$ cat src/rtl/fwdaf_pkg.sv
// shared types and constants for the decimal ascii formatter
`timescale 1ns / 1ps
package fwdaf_pkg;

  localparam int unsigned VAL_W       = 14;
  localparam int unsigned DIGITS      = 4;
  localparam int unsigned BCD_W       = 4 * DIGITS;
  localparam int unsigned SLOTS       = 8;
  localparam int unsigned RECIP_W     = 16;
  localparam int unsigned PROD_W      = VAL_W + RECIP_W;
  localparam int unsigned RECIP_SHIFT = 19;

  // floor(x / 10) == (x * RECIP) >> RECIP_SHIFT for every x below 2**14
  localparam logic [RECIP_W-1:0] RECIP     = 16'd52429;
  localparam logic [VAL_W-1:0]   MAX_SHOWN = 14'd9999;

  localparam logic [7:0] CH_ZERO  = 8'h30;
  localparam logic [7:0] CH_SPACE = 8'h20;
  localparam logic [7:0] CH_STAR  = 8'h2A;
  localparam logic [7:0] CH_POINT = 8'h2E;
  localparam logic [7:0] CH_C     = 8'h63;
  localparam logic [7:0] CH_M     = 8'h6D;

  localparam logic MODE_PLAIN    = 1'b0;
  localparam logic MODE_DISTANCE = 1'b1;

  // value travelling down the digit chain
  typedef struct packed {
    logic             over;
    logic [VAL_W-1:0] rest;
    logic [BCD_W-1:0] bcd;
  } dig_t;

  // one character position of the output row
  typedef struct packed {
    logic       valid;
    logic [7:0] code;
    logic       last;
  } slot_t;

endpackage

$ cat src/rtl/fwdaf_digit_cell.sv
// digit cell: peels one decimal digit off the value and hands the rest on
`timescale 1ns / 1ps
module fwdaf_digit_cell (
  input  logic            clk_i,
  input  logic            rst_ni,
  input  logic            in_valid_i,
  input  fwdaf_pkg::dig_t in_data_i,
  output logic            in_ready_o,
  output logic            out_valid_o,
  output fwdaf_pkg::dig_t out_data_o,
  input  logic            out_ready_i
);
  import fwdaf_pkg::*;

  logic              valid_q, valid_d;
  dig_t              data_q, data_d;
  logic [PROD_W-1:0] prod;
  logic [VAL_W-1:0]  quot;
  logic [VAL_W-1:0]  mul10;
  logic [3:0]        rem;

  assign in_ready_o = !valid_q || out_ready_i;

  // divide by ten through the reciprocal, remainder fits in four bits
  assign prod  = PROD_W'(in_data_i.rest) * PROD_W'(RECIP);
  assign quot  = VAL_W'(prod >> RECIP_SHIFT);
  assign mul10 = VAL_W'({quot, 3'b000}) + VAL_W'({quot, 1'b0});
  assign rem   = in_data_i.rest[3:0] - mul10[3:0];

  always_comb begin
    valid_d = valid_q;
    data_d  = data_q;
    if (in_ready_o) begin
      valid_d = in_valid_i;
      if (in_valid_i) begin
        data_d.over = in_data_i.over;
        data_d.rest = quot;
        data_d.bcd  = {rem, in_data_i.bcd[BCD_W-1:4]};
      end
    end
  end

  always_ff @(posedge clk_i or negedge rst_ni) begin
    if (!rst_ni) begin
      valid_q <= 1'b0;
    end else begin
      valid_q <= valid_d;
    end
  end

  always_ff @(posedge clk_i) begin
    data_q <= data_d;
  end

  assign out_valid_o = valid_q;
  assign out_data_o  = data_q;

endmodule

$ cat src/rtl/fwdaf_char_cell.sv
// character cell: loads its text position or takes its neighbour's
`timescale 1ns / 1ps
module fwdaf_char_cell (
  input  logic             clk_i,
  input  logic             rst_ni,
  input  logic             load_i,
  input  fwdaf_pkg::slot_t load_slot_i,
  input  logic             shift_i,
  input  fwdaf_pkg::slot_t next_slot_i,
  output fwdaf_pkg::slot_t slot_o
);
  import fwdaf_pkg::*;

  slot_t slot_q, slot_d;

  always_comb begin
    slot_d = slot_q;
    if (load_i) begin
      slot_d = load_slot_i;
    end else if (shift_i) begin
      slot_d = next_slot_i;
    end
  end

  always_ff @(posedge clk_i or negedge rst_ni) begin
    if (!rst_ni) begin
      slot_q <= '0;
    end else begin
      slot_q <= slot_d;
    end
  end

  assign slot_o = slot_q;

endmodule

$ cat src/rtl/fixed_width_decimal_ascii_formatter_top.sv
// top level of the decimal ascii formatter
`timescale 1ns / 1ps
// Each accepted value is turned into text and sent out one ASCII character
// per cycle while out_stall_i is low, last_char_o marking the final one:
// five characters in plain mode, eight in distance mode, so once the output
// flows freely new values are taken at the pace of the character row. A value
// passes a chain of four digit cells, each a register stage, before its text is
// loaded, and the next value is converted while the current text drains.
// Values above 9999 show stars. Write format_mode only while idle.
module fixed_width_decimal_ascii_formatter_top (
  input  logic        clk_i,
  input  logic        rst_ni,
  input  logic        format_mode_we_i,
  input  logic        format_mode_wdata_i,
  input  logic        in_valid_i,
  output logic        in_stall_o,
  input  logic [31:0] value_i,
  output logic        out_valid_o,
  input  logic        out_stall_i,
  output logic [7:0]  char_code_o,
  output logic        last_char_o
);
  import fwdaf_pkg::*;

  logic              format_mode_q;
  logic              d_valid [DIGITS+1];
  dig_t              d_data  [DIGITS+1];
  logic              d_ready [DIGITS+1];
  slot_t             slot    [SLOTS];
  slot_t             text    [SLOTS];
  slot_t             slot_next [SLOTS];
  logic [7:0]        asc     [DIGITS];
  logic              take;
  logic              load;
  logic              blank3, blank2, blank1;

  always_ff @(posedge clk_i or negedge rst_ni) begin
    if (!rst_ni) begin
      format_mode_q <= MODE_PLAIN;
    end else if (format_mode_we_i) begin
      format_mode_q <= format_mode_wdata_i;
    end
  end

  // request enters the digit chain straight from the port
  assign d_valid[0]     = in_valid_i;
  assign d_data[0].over = (value_i[31:VAL_W] != '0) || (value_i[VAL_W-1:0] > MAX_SHOWN);
  assign d_data[0].rest = value_i[VAL_W-1:0];
  assign d_data[0].bcd  = '0;
  assign in_stall_o     = !d_ready[0];

  for (genvar k = 0; k < DIGITS; k++) begin : g_digit
    fwdaf_digit_cell u_cell (
      .clk_i       (clk_i),
      .rst_ni      (rst_ni),
      .in_valid_i  (d_valid[k]),
      .in_data_i   (d_data[k]),
      .in_ready_o  (d_ready[k]),
      .out_valid_o (d_valid[k+1]),
      .out_data_o  (d_data[k+1]),
      .out_ready_i (d_ready[k+1])
    );
  end

  // the row loads as its last character leaves, so texts follow without a gap
  assign take           = slot[0].valid && !out_stall_i;
  assign load           = d_valid[DIGITS] && (!slot[0].valid || (take && slot[0].last));
  assign d_ready[DIGITS] = load;

  // thousands digit sits in the top nibble
  always_comb begin
    for (int i = 0; i < DIGITS; i++) begin
      if (d_data[DIGITS].over) begin
        asc[i] = CH_STAR;
      end else begin
        asc[i] = CH_ZERO | {4'h0, d_data[DIGITS].bcd[BCD_W-1-4*i -: 4]};
      end
    end
  end

  // leading zero blanking for plain mode, units never blanked
  assign blank3 = !d_data[DIGITS].over && (d_data[DIGITS].bcd[15:12] == 4'd0);
  assign blank2 = blank3 && (d_data[DIGITS].bcd[11:8] == 4'd0);
  assign blank1 = blank2 && (d_data[DIGITS].bcd[7:4] == 4'd0);

  always_comb begin
    for (int i = 0; i < SLOTS; i++) begin
      text[i] = '0;
    end
    if (format_mode_q == MODE_PLAIN) begin
      text[0] = '{valid: 1'b1, code: blank3 ? CH_SPACE : asc[0], last: 1'b0};
      text[1] = '{valid: 1'b1, code: blank2 ? CH_SPACE : asc[1], last: 1'b0};
      text[2] = '{valid: 1'b1, code: blank1 ? CH_SPACE : asc[2], last: 1'b0};
      text[3] = '{valid: 1'b1, code: asc[3], last: 1'b0};
      text[4] = '{valid: 1'b1, code: CH_SPACE, last: 1'b1};
    end else begin
      text[0] = '{valid: 1'b1, code: asc[0], last: 1'b0};
      text[1] = '{valid: 1'b1, code: CH_POINT, last: 1'b0};
      text[2] = '{valid: 1'b1, code: asc[1], last: 1'b0};
      text[3] = '{valid: 1'b1, code: asc[2], last: 1'b0};
      text[4] = '{valid: 1'b1, code: asc[3], last: 1'b0};
      text[5] = '{valid: 1'b1, code: CH_SPACE, last: 1'b0};
      text[6] = '{valid: 1'b1, code: CH_C, last: 1'b0};
      text[7] = '{valid: 1'b1, code: CH_M, last: 1'b1};
    end
  end

  for (genvar k = 0; k < SLOTS; k++) begin : g_char
    if (k == SLOTS - 1) begin : g_end
      assign slot_next[k] = '0;
    end else begin : g_mid
      assign slot_next[k] = slot[k+1];
    end

    fwdaf_char_cell u_cell (
      .clk_i       (clk_i),
      .rst_ni      (rst_ni),
      .load_i      (load),
      .load_slot_i (text[k]),
      .shift_i     (take),
      .next_slot_i (slot_next[k]),
      .slot_o      (slot[k])
    );
  end

  assign out_valid_o = slot[0].valid;
  assign char_code_o = slot[0].code;
  assign last_char_o = slot[0].last;

endmodule
$ cat config.mk
export PLATFORM = sky130hd
export DESIGN_NAME = fixed_width_decimal_ascii_formatter_top
export DESIGN_NICKNAME = d
export VERILOG_FILES = /design/src/rtl/fwdaf_pkg.sv /design/src/rtl/fwdaf_digit_cell.sv /design/src/rtl/fwdaf_char_cell.sv /design/src/rtl/fixed_width_decimal_ascii_formatter_top.sv
export SDC_FILE = /design/constraint.sdc
export NUM_CORES = 1
export LEC_CHECK = 0
export BUFFER_PORTS_ARGS = -buffer_cell sky130_fd_sc_hd__buf_2
export CORE_MARGIN = 2
export CORE_UTILIZATION = 40
export DETAILED_ROUTE_END_ITERATION = 7
export GPL_ROUTABILITY_DRIVEN = 1
export PLACE_DENSITY_LB_ADDON = 0.1
export SYNTH_ARGS = -nofsm -noshare
export SYNTH_HDL_FRONTEND = slang
export SYNTH_SLANG_ARGS = --single-unit
$ cat constraint.sdc
create_clock -name clk_i -period 8.3 [get_ports clk_i]
set_input_delay 0.83 -clock clk_i [delete_from_list [all_inputs] [get_ports clk_i]]
set_output_delay 0.83 -clock clk_i [all_outputs]
set_load 0.02 [all_outputs]
==> flow_metrics.tcl <==
set metrics [dict create \
    postLayoutSetupSlackWorst_ns 2.14 \
    worst-path-max-fanout 5 \
    drc 0 \
    synth_top_area_share_pct 26.8 \
    setup_violations 0 \
    final_cell_mix "ha_1 (266), inv_1 (233), fa_1 (108)" \
    fill_cells 2960 \
    nets 1663 \
    hpwlAfterDp_um 20200 \
    port_buffers 47 \
    synth_edf_count 68 \
    die_h_um 180 \
    drtPass1Iterations 4 \
    die-area_mm2 0.0325 \
    cts_tree "built" \
    start_util_pct 40.6 \
    detail_route.vias_per_cell 4.86 \
    clockRootBuffer "clkbuf_16" \
    rsz0062_at_grt "no" \
    grt_pass1_vias 8214 \
    grt_use_total_pct 15.5 \
    yosysWarnings 0 \
    cp.arrival_ns 6.31 \
    grt_max_degree 52 \
    async_flop_share_pct 42.9 \
    wl_per_cell_um 14.4 \
    fin_skew_ns 0.0137 \
    avgSynthCellArea_um2 10.3 \
    hold_ws_ns 0.416 \
    yosysTopAreaCell "ha_1" \
    hold_path_class "reg2reg" \
    place_congestion 0.816 \
    n_antenna_cell 0 \
    syn_area_mm2 0.0124 \
    final_common_cell "ha_1" \
    cts_made_buffers 17 \
    synth_area_leaders "ha_1 (27%), fa_1 (17%), edfxtp_1 (16%)" \
    hold_viol 0 \
    clock_path_buffers 2 \
    grt_antenna_before_repair 0 \
    grt.overflow.total 0 \
    period_minus_slack_ns 6.16 \
    drive_gt1_share_pct 7.91 \
    worstSetupPathType "in2reg" \
    maxSlewHeadroom_pct 46.9 \
    synth_seq_cells 119 \
    htree_levels 4 \
    ctsResizeCount 0 \
    cts.sinks 119 \
    drt_iter0_markers 318 \
    synthFlopType "edfxtp_1" \
    max_clock_freq_mhz 162 \
    ios 49 \
    die_width_um 180 \
    vias 8065 \
    cts.clk_slew.worst_paths_ns 0.05 \
    period_share_pct 74.2 \
    start_kind "input port" \
    syn_inst 1201 \
    final_core_util_pct 44.8 \
    core_mm2 0.0306 \
    pre_cts_slack_ns 1.70 \
    wl_um 23900 \
    grt_pass1_wl_um 41200 \
    ctsHoldBuffers 0 \
    synth_cell_types 54 \
    post_cts_buffers 0 \
    synth_seq_area_share_pct 26.7 \
    drv_slew 0 \
    row_count 64 \
    tightest_slew_ns 0.796 \
    required_ns 8.45 \
    status "completed" \
    syn_nets 1613 \
    worstSkewPairLatency_ns 0.41 \
    fin_tns_setup_ns 0 \
    area_growth_pct 10.2 \
    maxCapViolCount 0 \
    drtAntennaViolNets 0 \
    cp-end-kind "flip-flop" \
]
cells in the mapped netlist, types with 4 or more instances:
library cell / n
fa_1: 108
nand3_1: 19
nor3_1: 12
a2111oi_0: 4
and2_1: 11
o21ai_0: 32
and3_1: 11
dfrtp_1: 51
clkbuf_1: 19
inv_1: 233
nor2b_1: 8
ha_1: 266
o31ai_1: 4
nor4_1: 10
edfxtp_1: 68
xnor2_1: 28
nor2_1: 42
nand2b_1: 4
nand4_1: 9
nand2_1: 97
a31oi_1: 23
or2_2: 8
xor2_1: 13
a21oi_1: 52
a211oi_1: 7
a21o_1: 14
o21a_1: 5
registers in the layout, indices dropped and copies added (netlist names):
register / count
format_mode_q: 1
g_char.u_cell.slot_o: 46
g_digit.u_cell.out_data_o: 68
g_digit.u_cell.out_valid_o: 4
layout make-up:
class | count | area [um^2] | area share, %
timing repair buffer | 53 | 280 | 2.05
inverter | 233 | 875 | 6.38
tap | 396 | 495 | 3.62
multi-input combinational | 827 | 8150 | 59.5
clock inverter | 14 | 135 | 0.986
sequential | 119 | 3320 | 24.2
clock buffer | 18 | 450 | 3.29
worst max-delay path, stage by stage:
cell and delay (ns):
buf_2 0.13, inv_1 0.05, ha_1 0.26, inv_1 0.07, fa_1 0.56, inv_1 0.08, fa_1 0.49, fa_1 0.54
inv_1 0.05, fa_1 0.49, inv_1 0.05, fa_1 0.50, inv_1 0.04, ha_1 0.28, nand4_1 0.14, nor4_1 0.31
o31ai_1 0.17, a21boi_0 0.26, nor2_1 0.08, xnor2_1 0.20, ha_1 0.20, xor2_1 0.18, xnor3_1 0.33
worst paths after layout:
| path | start | to | slack (ns) | depth (start not counted) |
|---|---|---|---|---|
| max | value_i[12] | g_digit[0].u_cell.out_data_o[15] | 2.14 | 23 |
| min | g_digit[1].u_cell.out_data_o[13] | g_digit[2].u_cell.out_data_o[9] | 0.42 | 0 |
| max reg2reg | g_digit[0].u_cell.out_data_o[21] | g_digit[1].u_cell.out_data_o[15] | 2.44 | 19 |
| min reg2reg | g_digit[1].u_cell.out_data_o[13] | g_digit[2].u_cell.out_data_o[9] | 0.42 | 0 |
| max in group asynchronous | rst_ni | g_digit[3].u_cell.out_valid_o | 7.31 | 2 |
| min in group asynchronous | rst_ni | format_mode_q | 0.54 | 2 |
per-layer routing:
metal  vias up  routed length [um]  track usage (%)
met5         -                   0                0
met4         0                 141             2.90
met3        10                 425             2.32
met2        65               11300             25.4
met1      3846               12000             21.9
li1       4144                   -                -
cells by family (layout without fill, tap and decap cells):
| family | count (synthesis) | in the layout | synth area share [%] |
|---|---|---|---|
| compound gates | 161 | 161 | 8.29 |
| xor+xnor | 45 | 45 | 3.56 |
| fa+ha+maj | 374 | 374 | 44.2 |
| buf+inv | 255 | 318 | 7.76 |
| flops | 119 | 119 | 26.7 |
| mux | 3 | 3 | 0.262 |
| other cells | 1 | 1 | 0.0302 |
| simple gates | 243 | 243 | 9.21 |
stage by stage:
stage / instances / area [um^2]
final: 1660 / 13700
after CTS: 1660 / 13700
after floorplan: 1201 / 12400
after global routing: 1660 / 13700
after global placement: 1628 / 13100
after detailed placement: 1628 / 13100
Power is left out: the tool's default activity adds up to more than one toggle a clock period on the data nets, which glitch-free logic cannot reach.
